### src/rtl/core/utf16_line_entry_to_utf8_macros.svh
// Assertion shorthands for the line-entry block.
// Each check is sampled on the rising clock edge and is off while reset is high.
`ifndef UTF16_LINE_ENTRY_TO_UTF8_MACROS_SVH
`define UTF16_LINE_ENTRY_TO_UTF8_MACROS_SVH

// The consequent must hold in the same cycle as the antecedent.
`define U16L_CHECK_NOW(label, ante, cons, msg) \
   label: assert property (@(posedge clock) disable iff (reset) (ante) |-> (cons)) \
      else $error(msg);

// The consequent must hold in the cycle after the antecedent.
`define U16L_CHECK_NEXT(label, ante, cons, msg) \
   label: assert property (@(posedge clock) disable iff (reset) (ante) |=> (cons)) \
      else $error(msg);

`endif

### src/rtl/core/u16l2u8_pkg.sv
`default_nettype none

package u16l2u8_pkg;

   localparam int unsigned MAX_BYTES  = 64;
   localparam int unsigned BUF_AW     = $clog2(MAX_BYTES);
   localparam int unsigned LEN_W      = 7;
   localparam int unsigned CP_W       = 21;
   localparam int unsigned REQ_DATA_W = 24;
   localparam int unsigned RSP_DATA_W = 24;

   typedef enum logic [2:0] {
      OP_CHAR      = 3'd0,
      OP_KEY_DOWN  = 3'd1,
      OP_KEY_OTHER = 3'd2,
      OP_UNRELATED = 3'd3,
      OP_BEGIN     = 3'd4,
      OP_CANCEL    = 3'd5,
      OP_TAKE      = 3'd6
   } op_type;

   typedef enum logic [1:0] {
      OUT_TYPING    = 2'd0,
      OUT_SUBMITTED = 2'd1,
      OUT_CANCELLED = 2'd2
   } outcome_type;

   typedef enum logic [2:0] {
      ST_IDLE,
      ST_ERASE_RD,
      ST_ERASE_CHK,
      ST_WRITE,
      ST_TAKE_RD,
      ST_TAKE_OUT,
      ST_RESULT
   } state_type;

   localparam logic [15:0]     CU_BACKSPACE = 16'h0008;
   localparam logic [15:0]     CU_ENTER     = 16'h000D;
   localparam logic [15:0]     CU_ESCAPE    = 16'h001B;
   localparam logic [15:0]     CU_SPACE     = 16'h0020;
   localparam logic [7:0]      KEY_ESCAPE   = 8'h1B;
   localparam logic [15:0]     SUR_HIGH     = 16'hD800;
   localparam logic [15:0]     SUR_LOW      = 16'hDC00;
   localparam logic [15:0]     SUR_END      = 16'hDFFF;
   localparam logic [CP_W-1:0] SUPP_BASE    = 21'h10000;
   localparam logic [CP_W-1:0] CP_LIM1      = 21'h00080;
   localparam logic [CP_W-1:0] CP_LIM2      = 21'h00800;
   localparam logic [CP_W-1:0] CP_LIM3      = 21'h10000;
   localparam logic [7:0]      LEAD2        = 8'hC0;
   localparam logic [7:0]      LEAD3        = 8'hE0;
   localparam logic [7:0]      LEAD4        = 8'hF0;
   localparam logic [7:0]      CONT         = 8'h80;
   localparam logic [7:0]      CONT_MASK    = 8'hC0;

endpackage

`default_nettype wire

### src/rtl/core/u16l2u8_ram.sv
`default_nettype none

module u16l2u8_ram #(
   parameter int unsigned WIDTH = 8,
   parameter int unsigned DEPTH = 64
) (
   input  wire logic                     clock,
   input  wire logic                     wr_en,
   input  wire logic [$clog2(DEPTH)-1:0] wr_addr,
   input  wire logic [WIDTH-1:0]         wr_data,
   input  wire logic [$clog2(DEPTH)-1:0] rd_addr,
   output      logic [WIDTH-1:0]         rd_data
);

   logic [WIDTH-1:0] mem_ff [DEPTH];
   logic [WIDTH-1:0] rd_data_ff;

   always_ff @(posedge clock) begin
      if (wr_en) begin
         mem_ff[wr_addr] <= wr_data;
      end
      rd_data_ff <= mem_ff[rd_addr];
   end

   assign rd_data = rd_data_ff;

endmodule

`default_nettype wire

### src/rtl/core/utf16_line_entry_to_utf8.sv
// Sequence: a plain event goes to the result state, which loads its result; an append first
//   writes each UTF-8 byte (1..4) in turn, a backspace reads each byte erased, then checks it.
// Take after submit: each text byte is read from the buffer, then loaded into the output register.
// One event at a time: the next transfer is taken in the cycle after the last result
//   is loaded; a full output register holds the sequencer.
// Reset: synchronous, active high; clears entry state and output valid, not the text buffer.
`default_nettype none

`include "utf16_line_entry_to_utf8_macros.svh"

module utf16_line_entry_to_utf8 (
   input  wire logic                                clock,
   input  wire logic                                reset,
   // Input events
   input  wire logic                                req_tvalid,
   output      logic                                req_tready,
   input  wire logic [u16l2u8_pkg::REQ_DATA_W-1:0]  req_tdata,  // code_unit[15:0], key_code[23:16]
   input  wire logic [2:0]                          req_tuser,  // operation[2:0]
   // Results
   output      logic                                rsp_tvalid,
   input  wire logic                                rsp_tready,
   output      logic [u16l2u8_pkg::RSP_DATA_W-1:0]  rsp_tdata,  // consumed[0], typing_active[1],
                                                                // outcome[3:2], text_length[10:4],
                                                                // text_byte[18:11], zeros above
   output      logic                                rsp_tuser,  // byte_valid
   output      logic                                rsp_tlast
);

   import u16l2u8_pkg::*;

   // Entry state
   state_type              state_ff,       state_in;
   logic                   active_ff,      active_in;
   outcome_type            outcome_ff,     outcome_in;
   logic [15:0]            pending_ff,     pending_in;
   logic [LEN_W-1:0]       len_ff,         len_in;

   // Per-event working registers
   logic                   consumed_ff,    consumed_in;
   outcome_type            res_outcome_ff, res_outcome_in;
   logic [CP_W-1:0]        cp_ff,          cp_in;
   logic [2:0]             nbytes_ff,      nbytes_in;
   logic [1:0]             wr_idx_ff,      wr_idx_in;
   logic [BUF_AW-1:0]      idx_ff,         idx_in;
   logic [LEN_W-1:0]       count_ff,       count_in;

   // Output register
   logic                   rsp_valid_ff;
   logic [RSP_DATA_W-1:0]  rsp_data_ff;
   logic                   rsp_bvalid_ff;
   logic                   rsp_last_ff;
   logic                   rsp_load;
   logic [RSP_DATA_W-1:0]  rsp_data_in;
   logic                   rsp_bvalid_in;
   logic                   rsp_last_in;
   logic                   out_free;

   // Text buffer port
   logic                   ram_we;
   logic [BUF_AW-1:0]      ram_wr_addr;
   logic [7:0]             ram_wr_data;
   logic [BUF_AW-1:0]      ram_rd_addr;
   logic [7:0]             ram_rd_data;

   // Event decode
   logic [2:0]             op;
   logic [15:0]            unit;
   logic [7:0]             key;
   logic                   is_high;
   logic                   is_low;
   logic [CP_W-1:0]        joined_cp;
   logic [CP_W-1:0]        sel_cp;
   logic [2:0]             sel_nbytes;
   logic                   room_ok;
   logic                   take_last;

   assign op   = req_tuser;
   assign unit = req_tdata[15:0];
   assign key  = req_tdata[23:16];

   assign is_high   = (unit >= SUR_HIGH) && (unit < SUR_LOW);
   assign is_low    = (unit >= SUR_LOW) && (unit <= SUR_END);
   // Join a surrogate pair: ten bits from each half over the supplementary base.
   assign joined_cp = SUPP_BASE + {1'b0, pending_ff[9:0], unit[9:0]};
   assign sel_cp    = is_low ? joined_cp : {5'b0, unit};
   assign sel_nbytes = (sel_cp < CP_LIM1) ? 3'd1 :
                       (sel_cp < CP_LIM2) ? 3'd2 :
                       (sel_cp < CP_LIM3) ? 3'd3 : 3'd4;
   // Append only while four bytes of room remain.
   assign room_ok   = ({1'b0, len_ff} + 8'd4) <= 8'(MAX_BYTES);
   assign take_last = (LEN_W'(idx_ff) + LEN_W'(1)) == count_ff;

   assign out_free  = !rsp_valid_ff || rsp_tready;

   // Produce byte k of an n-byte UTF-8 sequence for code point cp.
   function automatic logic [7:0] utf8_byte(input logic [CP_W-1:0] cp, input logic [2:0] n,
                                            input logic [1:0] k);
      logic [1:0] rem;
      logic [7:0] b;
      rem = 2'(n - 3'd1 - {1'b0, k});
      if (k == 2'd0) begin
         case (n)
            3'd1:    b = {1'b0, cp[6:0]};
            3'd2:    b = LEAD2 | {3'b0, cp[10:6]};
            3'd3:    b = LEAD3 | {4'b0, cp[15:12]};
            default: b = LEAD4 | {5'b0, cp[20:18]};
         endcase
      end else begin
         case (rem)
            2'd0:    b = CONT | {2'b0, cp[5:0]};
            2'd1:    b = CONT | {2'b0, cp[11:6]};
            default: b = CONT | {2'b0, cp[17:12]};
         endcase
      end
      return b;
   endfunction

   u16l2u8_ram #(
      .WIDTH (8),
      .DEPTH (MAX_BYTES)
   ) u_text_buf (
      .clock   (clock),
      .wr_en   (ram_we),
      .wr_addr (ram_wr_addr),
      .wr_data (ram_wr_data),
      .rd_addr (ram_rd_addr),
      .rd_data (ram_rd_data)
   );

   always_ff @(posedge clock) begin
      if (reset) begin
         state_ff     <= ST_IDLE;
         active_ff    <= 1'b0;
         outcome_ff   <= OUT_TYPING;
         pending_ff   <= 16'h0;
         len_ff       <= '0;
         rsp_valid_ff <= 1'b0;
      end else begin
         state_ff     <= state_in;
         active_ff    <= active_in;
         outcome_ff   <= outcome_in;
         pending_ff   <= pending_in;
         len_ff       <= len_in;
         rsp_valid_ff <= rsp_load || (rsp_valid_ff && !rsp_tready);
      end
   end

   always_ff @(posedge clock) begin
      consumed_ff    <= consumed_in;
      res_outcome_ff <= res_outcome_in;
      cp_ff          <= cp_in;
      nbytes_ff      <= nbytes_in;
      wr_idx_ff      <= wr_idx_in;
      idx_ff         <= idx_in;
      count_ff       <= count_in;
      if (rsp_load) begin
         rsp_data_ff   <= rsp_data_in;
         rsp_bvalid_ff <= rsp_bvalid_in;
         rsp_last_ff   <= rsp_last_in;
      end
   end

   always_comb begin
      state_in       = state_ff;
      active_in      = active_ff;
      outcome_in     = outcome_ff;
      pending_in     = pending_ff;
      len_in         = len_ff;
      consumed_in    = consumed_ff;
      res_outcome_in = res_outcome_ff;
      cp_in          = cp_ff;
      nbytes_in      = nbytes_ff;
      wr_idx_in      = wr_idx_ff;
      idx_in         = idx_ff;
      count_in       = count_ff;

      req_tready     = 1'b0;
      ram_we         = 1'b0;
      ram_wr_addr    = len_ff[BUF_AW-1:0];
      ram_wr_data    = utf8_byte(cp_ff, nbytes_ff, wr_idx_ff);
      ram_rd_addr    = idx_ff;

      rsp_load       = 1'b0;
      rsp_data_in    = {5'b0, 8'h00, len_ff, res_outcome_ff, active_ff, consumed_ff};
      rsp_bvalid_in  = 1'b0;
      rsp_last_in    = 1'b1;

      unique case (state_ff)
         ST_IDLE: begin
            req_tready = 1'b1;
            if (req_tvalid) begin
               consumed_in = 1'b0;
               state_in    = ST_RESULT;
               unique case (op)
                  OP_CHAR: begin
                     if (active_ff) begin
                        consumed_in = 1'b1;
                        if (unit == CU_BACKSPACE) begin
                           if (len_ff != '0) begin
                              state_in = ST_ERASE_RD;
                           end
                        end else if (unit == CU_ENTER) begin
                           active_in  = 1'b0;
                           outcome_in = OUT_SUBMITTED;
                        end else if (unit == CU_ESCAPE) begin
                           active_in  = 1'b0;
                           len_in     = '0;
                           outcome_in = OUT_CANCELLED;
                        end else if (unit >= CU_SPACE) begin
                           if (is_high) begin
                              // Hold the high half; a newer one replaces it.
                              pending_in = unit;
                           end else if (!is_low || pending_ff != 16'h0) begin
                              if (is_low) begin
                                 pending_in = 16'h0;
                              end
                              if (room_ok) begin
                                 cp_in     = sel_cp;
                                 nbytes_in = sel_nbytes;
                                 wr_idx_in = 2'd0;
                                 state_in  = ST_WRITE;
                              end
                           end
                           // A lone low half is dropped.
                        end
                     end
                  end
                  OP_KEY_DOWN: begin
                     if (active_ff) begin
                        consumed_in = 1'b1;
                        if (key == KEY_ESCAPE) begin
                           active_in  = 1'b0;
                           len_in     = '0;
                           outcome_in = OUT_CANCELLED;
                        end
                     end
                  end
                  OP_KEY_OTHER: begin
                     consumed_in = active_ff;
                  end
                  OP_BEGIN: begin
                     active_in  = 1'b1;
                     len_in     = '0;
                     outcome_in = OUT_TYPING;
                     pending_in = 16'h0;
                  end
                  OP_CANCEL: begin
                     active_in  = 1'b0;
                     len_in     = '0;
                     outcome_in = OUT_CANCELLED;
                  end
                  OP_TAKE: begin
                     outcome_in = OUT_TYPING;
                     if (outcome_ff == OUT_SUBMITTED) begin
                        len_in = '0;
                        if (len_ff != '0) begin
                           count_in = len_ff;
                           idx_in   = '0;
                           state_in = ST_TAKE_RD;
                        end
                     end
                  end
                  default: begin
                     // Unrelated messages and the spare code pass through untouched.
                  end
               endcase
               res_outcome_in = (op == OP_TAKE) ? outcome_ff : outcome_in;
            end
         end
         ST_ERASE_RD: begin
            // Step back one byte and fetch it.
            ram_rd_addr = BUF_AW'(len_ff - LEN_W'(1));
            len_in      = len_ff - LEN_W'(1);
            state_in    = ST_ERASE_CHK;
         end
         ST_ERASE_CHK: begin
            // Keep erasing while the byte just removed was a continuation byte.
            if (((ram_rd_data & CONT_MASK) == CONT) && (len_ff != '0)) begin
               state_in = ST_ERASE_RD;
            end else begin
               state_in = ST_RESULT;
            end
         end
         ST_WRITE: begin
            ram_we    = 1'b1;
            len_in    = len_ff + LEN_W'(1);
            wr_idx_in = wr_idx_ff + 2'd1;
            if (({1'b0, wr_idx_ff} + 3'd1) == nbytes_ff) begin
               state_in = ST_RESULT;
            end
         end
         ST_TAKE_RD: begin
            state_in = ST_TAKE_OUT;
         end
         ST_TAKE_OUT: begin
            if (out_free) begin
               rsp_load      = 1'b1;
               rsp_data_in   = {5'b0, ram_rd_data, len_ff, OUT_SUBMITTED, active_ff, 1'b0};
               rsp_bvalid_in = 1'b1;
               rsp_last_in   = take_last;
               if (take_last) begin
                  state_in = ST_IDLE;
               end else begin
                  idx_in   = idx_ff + BUF_AW'(1);
                  state_in = ST_TAKE_RD;
               end
            end
         end
         ST_RESULT: begin
            if (out_free) begin
               rsp_load = 1'b1;
               state_in = ST_IDLE;
            end
         end
         default: begin
            state_in = ST_IDLE;
         end
      endcase
   end

   assign rsp_tvalid = rsp_valid_ff;
   assign rsp_tdata  = rsp_data_ff;
   assign rsp_tuser  = rsp_bvalid_ff;
   assign rsp_tlast  = rsp_last_ff;

   `U16L_CHECK_NOW(a_len_bound, 1'b1, len_ff <= LEN_W'(MAX_BYTES), "text length over capacity")
   `U16L_CHECK_NOW(a_pending_high, 1'b1,
      pending_ff == 16'h0 || pending_ff[15:10] == SUR_HIGH[15:10],
      "pending value is not a high surrogate")
   `U16L_CHECK_NOW(a_write_idx, state_ff == ST_WRITE,
      ({1'b0, wr_idx_ff} < nbytes_ff) && (len_ff < LEN_W'(MAX_BYTES)),
      "byte write past sequence or buffer end")
   `U16L_CHECK_NOW(a_byte_rsp, rsp_tvalid && rsp_tuser,
      rsp_tdata[3:2] == OUT_SUBMITTED && rsp_tdata[10:4] == '0,
      "text byte outside a submitted take")
   `U16L_CHECK_NEXT(a_busy_after_accept, req_tvalid && req_tready, state_ff != ST_IDLE,
      "idle right after an input transfer")

endmodule

`default_nettype wire
### config.mk
export PLATFORM = sky130hd
export DESIGN_NAME = utf16_line_entry_to_utf8
export DESIGN_NICKNAME = d
export VERILOG_FILES = /design/src/rtl/core/u16l2u8_pkg.sv /design/src/rtl/core/u16l2u8_ram.sv /design/src/rtl/core/utf16_line_entry_to_utf8.sv
export VERILOG_INCLUDE_DIRS = /design/src /design/src/rtl/core
export SDC_FILE = /design/constraint.sdc
export NUM_CORES = 1
export LEC_CHECK = 0
export BUFFER_PORTS_ARGS = -buffer_cell sky130_fd_sc_hd__buf_2
export CAP_MARGIN = 20
export CORE_MARGIN = 3
export CORE_UTILIZATION = 40
export CTS_BUF_LIST = sky130_fd_sc_hd__clkbuf_4 sky130_fd_sc_hd__clkbuf_8
export DETAILED_ROUTE_END_ITERATION = 8
export HOLD_SLACK_MARGIN = 0.08
export MAX_ROUTING_LAYER = met4
export PLACE_DENSITY = 0.58
export SYNTH_ARGS = -nofsm -noshare
export SYNTH_HDL_FRONTEND = slang
export SYNTH_HIERARCHICAL = 1
export SYNTH_SLANG_ARGS = --single-unit
### constraint.sdc
create_clock -name clock -period 10.8 [get_ports clock]
set_input_delay 0.54 -clock clock [delete_from_list [all_inputs] [get_ports clock]]
set_output_delay 0.54 -clock clock [all_outputs]
set_load 0.02 [all_outputs]
[Word-level counts from Yosys, hierarchy flattened]
Memory sizes are Yosys's and may differ from the RTL's. A register that Yosys moved wholly into a read port is not among the register bits.
Index checks and enable logic that the tools add are counted.
Storage, ports and cells
  flip-flop bits (word level): 98
  memory bits (writable): 512
  bits of input ports: 31
  output and inout port bits: 28
  logic and storage cells: 222
  memories kept: 1
Memory list
  u_text_buf.mem_ff: depth 64, bits a word 8, read ports 1, clocked after Yosys merged registers in 1, wr ports 1, line u16l2u8_ram.sv:15  | logic [WIDTH-1:0] mem_ff [DEPTH];
Cells by class
  add/subtract/negate cells: 10
  magnitude comparators: 9
  equality and inequality tests: 55
  mux-type cells: 88
  bitwise logic cells: 4
  reduce and logical (&&, ||, !) cells: 36
Operators by type and width (count)
  two-way mux 16 bit: 8
  two-way mux 7 bit: 8
  two-way mux 3 bit: 16
  two-way mux 6 bit: 7
  != test 2 bit, second input constant: 21
  two-way mux 2 bit: 20
  == test 16 x 4 -> 1 bit, second input constant: 2
  greater-or-equal comparator 16 bit, second input constant: 2
  one-hot mux 16 bit (2 select lines): 1
  one-hot mux 7 bit (4 select lines): 1
  != test 3 bit, second input constant: 9
  one-hot mux 6 bit (2 select lines): 2
  one-hot mux 8 bit (3 select lines): 1
  AND reduction 11 bit: 2
  adder 17 x 20 -> 21 bit, first input constant: 1
  less-than comparator 21 x 12 -> 1 bit, second input constant: 1
  less-than comparator 21 x 17 -> 1 bit, second input constant: 1
  less-than comparator 21 x 8 -> 1 bit, second input constant: 1
  two-way mux 21 bit: 1
  one-hot mux 3 bit (7 select lines): 1
  one-hot mux 7 bit (3 select lines): 1
  AND reduction 10 bit: 2
  == test 3 bit, second input constant: 6
  == test 16 x 5 -> 1 bit, second input constant: 1
  other kinds (47): 86

[Longest topological paths before layout]
  word-level depth: 14
  gate-level depth with buffers: 15

[Modules after synthesis]
Netlist, hierarchy kept.
Modules (own cells, without submodules)
  u16l2u8_ram: times used 1, cells an instance 972, area an instance 20190.6 µm², sequential area each 15534.9 µm²
  utf16_line_entry_to_utf8: times used 1, cells an instance 476, area an instance 4919.7 µm², sequential area each 2492.4 µm²

[Worst setup path before layout]
No wires, ideal clock.
  path kind: register -> register
  start point: reg wr_idx_ff[0]
  end point: mem u_text_buf.mem_ff[0][0] (data pin)
  arrival time: 3.879 ns
  data required time: 10.098 ns
  slack: 6.219 ns
  stages on the path, launching flop included: 8
  path buffers: 1
  cells stage by stage: edfxtp_1 > inv_1 > ha_1 > xor2_1 > xnor2_1 > clkbuf_1 > a21oi_1 > o21ai_0
On the way
  word-level cells in the longest chain between the ends: 4
RTL lines
  start: declaration: line utf16_line_entry_to_utf8.sv:43  | logic [1:0] wr_idx_ff, wr_idx_in;
  start signal: assignment: line utf16_line_entry_to_utf8.sv:153  | wr_idx_ff <= wr_idx_in;
  subtractor 2 bit: line utf16_line_entry_to_utf8.sv:100  | rem = 2'(n - 3'd1 - {1'b0, k});
  == test 2 x 1 -> 1 bit or zero test 2 bit (tied branches): line utf16_line_entry_to_utf8.sv:109  | case (rem)
  one-hot mux 6 bit (2 select lines): line utf16_line_entry_to_utf8.sv:109
  two-way mux 8 bit *: line utf16_line_entry_to_utf8.sv:101  | if (k == 2'd0) begin
  net ram_wr_data[0]: line utf16_line_entry_to_utf8.sv:61  | logic [7:0] ram_wr_data;
  end: declaration: line u16l2u8_ram.sv:15
The timed path passes the listed nets; every way through them passes the cells marked *.

[Final worst setup path]
  start point: reg state_ff[0]
  end point: reg u_text_buf.rd_data_ff[0], in the netlist u_text_buf/rd_data[0], read port of u_text_buf.mem_ff
On the way
  word-level cells in the longest chain between the ends: 2
RTL lines
  start: declaration: line utf16_line_entry_to_utf8.sv:32  | state_type state_ff, state_in;
  start signal: assignment: line utf16_line_entry_to_utf8.sv:139  | state_ff <= state_in;
  == test 3 x 1 -> 1 bit: line utf16_line_entry_to_utf8.sv:188  | unique case (state_ff)
  two-way mux 6 bit: line utf16_line_entry_to_utf8.sv:188
  net ram_rd_addr[1]: line utf16_line_entry_to_utf8.sv:62  | logic [BUF_AW-1:0] ram_rd_addr;
  end: declaration: line u16l2u8_ram.sv:16  | logic [WIDTH-1:0] rd_data_ff;
The timed path passes the listed nets, and every way through them passes these cells.
A chain may end at the register's enable or synchronous reset.

==> results.sh <==
export IMPL_period_share=0.497
export IMPL_antenna_found_initial=1
export IMPL_reg2reg_to="u_text_buf/rd_data[0]"
export IMPL_endpoint="u_text_buf/rd_data[0]"
export IMPL_viasPerCell=5.60
export IMPL_synthFlopType="edfxtp_1"
export IMPL_synth_cell_type_count=80
export IMPL_clk_latency_ns=0.69
export IMPL_crit_type="reg -> reg"
export IMPL_boundaryPins=59
export IMPL_worstPathMaxFanout=48
export IMPL_grt_pass1_vias=13800
export IMPL_grt_max_degree=65
export IMPL_gp_congestion=0.845
export IMPL_syn_inst=1448
export IMPL_yosys_area_share_adder=0.00448
export IMPL_yosys_warnings=6
export IMPL_syn_area_per_cell_um2=17.3
export IMPL_hold_class="in -> reg"
export IMPL_rows=91
export IMPL_slew_viol_final=0
export IMPL_outcome="completed"
export IMPL_holdWs_ns=0.204
export IMPL_worst_r2r_setup_slack_ns=5.43
export IMPL_wl_per_cell_um=24.4
export IMPL_fmax_mhz=186
export IMPL_r2r_start="state_ff[0]"
export IMPL_setup_violations_final=0
export IMPL_start_util=0.405
export IMPL_synthMuxAreaShare=0.123
export IMPL_synthXorXnorAreaFrac=0.00837
export IMPL_drc=0
export IMPL_fp_dieW_um=257
export IMPL_crit_arrival_ns=5.95
export IMPL_setup_tns_ns=0
export IMPL_core_area_um2=61900
export IMPL_min_period_ns=5.37
export IMPL_synth_edf_count=575
export IMPL_dieArea_um2=65800
export IMPL_portBuffers=53
export IMPL_rsz0062_at_grt="false"
export IMPL_dr_pass1_iters=5
export IMPL_cts_sink_count=613
export IMPL_clk_path_buf_depth=3
export IMPL_powerDensity_nw_per_um2=206
export IMPL_ys_seq_elements=613
export IMPL_post_route_util=0.459
export IMPL_startpoint_type="flip-flop"
export IMPL_grt_pass1_wl_mm=90.1
export IMPL_fin_nets=1596
export IMPL_hold_violations=0
export IMPL_synth_simple_area_share=0.0677
export IMPL_synth_top_family_by_area="multiplexers"
export IMPL_track_usage=0.189
export IMPL_dp_hpwl_mm=37.3
export IMPL_synthArstFlopShare=0
export IMPL_drive_gt1_frac=0.248
export IMPL_root_buffer="clkbuf_8"
export IMPL_drt_iter0_drc=1294
export IMPL_place_area_um2=26300
export IMPL_post_cts_buffers=0
export IMPL_numCtsBuffers=99
export IMPL_synth_compound_area_frac=0.0550
export IMPL_end_kind="flip-flop"
export IMPL_synthToLayoutAreaGrowth_pct=13.2
export IMPL_drtAntennaViolNets=0
export IMPL_clk_pin_slew_ns=0.06
export IMPL_relSlewSlack=0.254
export IMPL_peakVddDrop_v=0.0000847
export IMPL_seq_area_frac_synth=0.718
export IMPL_cap_violations=0
export IMPL_num_vias=13900
export IMPL_synthesis_area_um2=25100
export IMPL_crit_start="state_ff[0]"
export IMPL_worstRegToRegCells=9
export IMPL_h_tree_depth=3
export IMPL_cts_tree="done"
export IMPL_required_ns=11.38
export IMPL_finClkSkew_ns=0.0361
export IMPL_routed_wl_mm=60.4
export IMPL_die_y_um=257
export IMPL_tightest_slew_ns=1.11
export IMPL_final_area_um2=28400
export IMPL_overflow=0
export IMPL_leakage_nw=9.16
-- sequential cells by signal, summed over array words and instances, names as in the netlist --
name	cells
state_ff	3
res_outcome_ff	2
consumed_ff	1
outcome_ff	2
active_ff	1
pending_ff	16
rsp_tvalid	1
count_ff	7
len_ff	7
wr_idx_ff	2
nbytes_ff	3
rsp_tuser	1
cp_ff	21
u_text_buf/mem_ff	512
rsp_tlast	1
rsp_tdata	19
u_text_buf/rd_data	8
idx_ff	6
-- cells in the mapped netlist, drive strengths merged (10+ instances only) --
| library cell | count | share of area |
|---|---|---|
| o221ai | 11 | 0.0038 |
| nor4 | 10 | 0.0031 |
| xnor2 | 13 | 0.0045 |
| mux4 | 124 | 0.11 |
| and2 | 11 | 0.0027 |
| o21ai | 30 | 0.0060 |
| nor2b | 22 | 0.0055 |
| a31oi | 13 | 0.0032 |
| edfxtp | 575 | 0.69 |
| xor2 | 11 | 0.0038 |
| nand4 | 10 | 0.0025 |
| or2 | 12 | 0.0030 |
| o22ai | 27 | 0.0067 |
| a21oi | 20 | 0.0046 |
| a22oi | 12 | 0.0036 |
| dfxtp | 38 | 0.030 |
| clkbuf | 43 | 0.0064 |
| nand2 | 56 | 0.0084 |
| a22o | 13 | 0.0045 |
| nor3 | 10 | 0.0022 |
| inv | 22 | 0.0033 |
| nand3 | 36 | 0.0072 |
| nand2b | 11 | 0.0027 |
| mux2i | 27 | 0.011 |
| buf | 43 | 0.013 |
| nor2 | 137 | 0.020 |
-- worst min path at each step --
| stage | slack (ns) | startpoint | end | cells past startpoint |
|---|---|---|---|---|
| after detailed placement | 0.44 | pending_ff[15] | pending_ff[15] | 1 |
| after global routing | 0.17 | req_tdata[13] | cp_ff[13] | 2 |
| after CTS | 0.13 | req_tdata[13] | cp_ff[13] | 2 |
| after floorplan | 0.43 | active_ff | rsp_tdata[1] | 0 |
| final | 0.20 | req_tdata[13] | cp_ff[13] | 2 |
| after global placement | 0.43 | pending_ff[12] | pending_ff[12] | 1 |
-- cells in the final DEF (no fill, tap or decap), types with 10 or more instances in the layout --
| cell | Yosys | routed |
|---|---|---|
| a22oi_1 | 12 | 12 |
| a31oi_1 | 13 | 12 |
| clkinv_1 | 4 | 27 |
| nand2b_1 | 11 | 11 |
| o21ai_0 | 29 | 20 |
| clkbuf_8 | 0 | 101 |
| and2_1 | 11 | 11 |
| nand3_1 | 36 | 36 |
| dfxtp_1 | 38 | 38 |
| clkbuf_4 | 0 | 27 |
| xor2_1 | 11 | 11 |
| mux4_2 | 124 | 124 |
| inv_1 | 22 | 22 |
| o221ai_1 | 11 | 11 |
| mux2i_1 | 27 | 27 |
| nand4_1 | 10 | 10 |
| a21oi_1 | 18 | 18 |
| xnor2_1 | 13 | 13 |
| or2_2 | 10 | 10 |
| dlygate4sd3_1 | 0 | 10 |
| nor2b_1 | 22 | 22 |
| nand2_1 | 56 | 55 |
| edfxtp_1 | 575 | 575 |
| o22ai_1 | 27 | 26 |
| buf_2 | 17 | 53 |
| nor2_1 | 137 | 135 |
| buf_4 | 14 | 22 |
| clkinv_2 | 0 | 20 |
| a22o_1 | 13 | 13 |
-- where the power goes --
group          internal, W  switching (W)  total [W]
clock              0.00109       0.000922    0.00202
sequential         0.00269      0.0000607    0.00275
combinational     0.000425       0.000666    0.00109
total              0.00420        0.00165    0.00585
-- logic make-up (layout without fill, tap and decap cells) --
group / Yosys count / after routing
DFF: 613 / 613
and+or+nand+nor: 346 / 346
other: 1 / 6
muxes: 154 / 154
adders and majority gates: 9 / 9
AOI/OAI and AO/OA: 189 / 189
xor gates and xnor gates: 24 / 24
buffers and inverters: 112 / 300
-- critical path: stages (launching register included) --
cell and delay [ns]:
dfxtp_1 0.57, nor2b_1 0.66, nand2_1 0.56, o21ai_4 0.82, buf_4 0.76, buf_4 0.63, mux4_2 0.40, a2111oi_0 0.44
nor3_1 0.13, a22o_1 0.23
-- metal layers --
| metal | share of wire | GRT usage |
|---|---|---|
| met1 | 0.43 | 0.261 |
| met2 | 0.47 | 0.281 |
| met3 | 0.076 | 0.0394 |
| met4 | 0.020 | 0.0594 |
| met5 | 0 | - |
-- stage by stage --
stage	worst slack [ns]	instances	total power [W]
after global routing	4.98	2478	0.00610
after floorplan	6.22	1452	0.00355
after detailed placement	5.48	2278	0.00388
after global placement	5.58	2277	0.00387
final	5.43	2478	0.00585
after CTS	5.45	2473	0.00590
-- area by class of cell --
class / instances / area [um^2]
antenna: 1 / 2.50
clock buffer: 128 / 1590
clock inverter: 57 / 427
fill: 5354 / 33500
inverter: 26 / 97.6
multi-input combinational: 727 / 6640
sequential: 613 / 18000
tap: 837 / 1050
timing repair buffer: 89 / 592
-- what timing repair did --
action / 4_1_cts / 5_1_grt
endpoints found under the setup margin: 0 / 0
gates resized for setup: 0 / 0
hold buffers: 10 / 0
hold endpoints to repair: 16 / 0
Note: power is estimated with default switching activity, not from simulation.
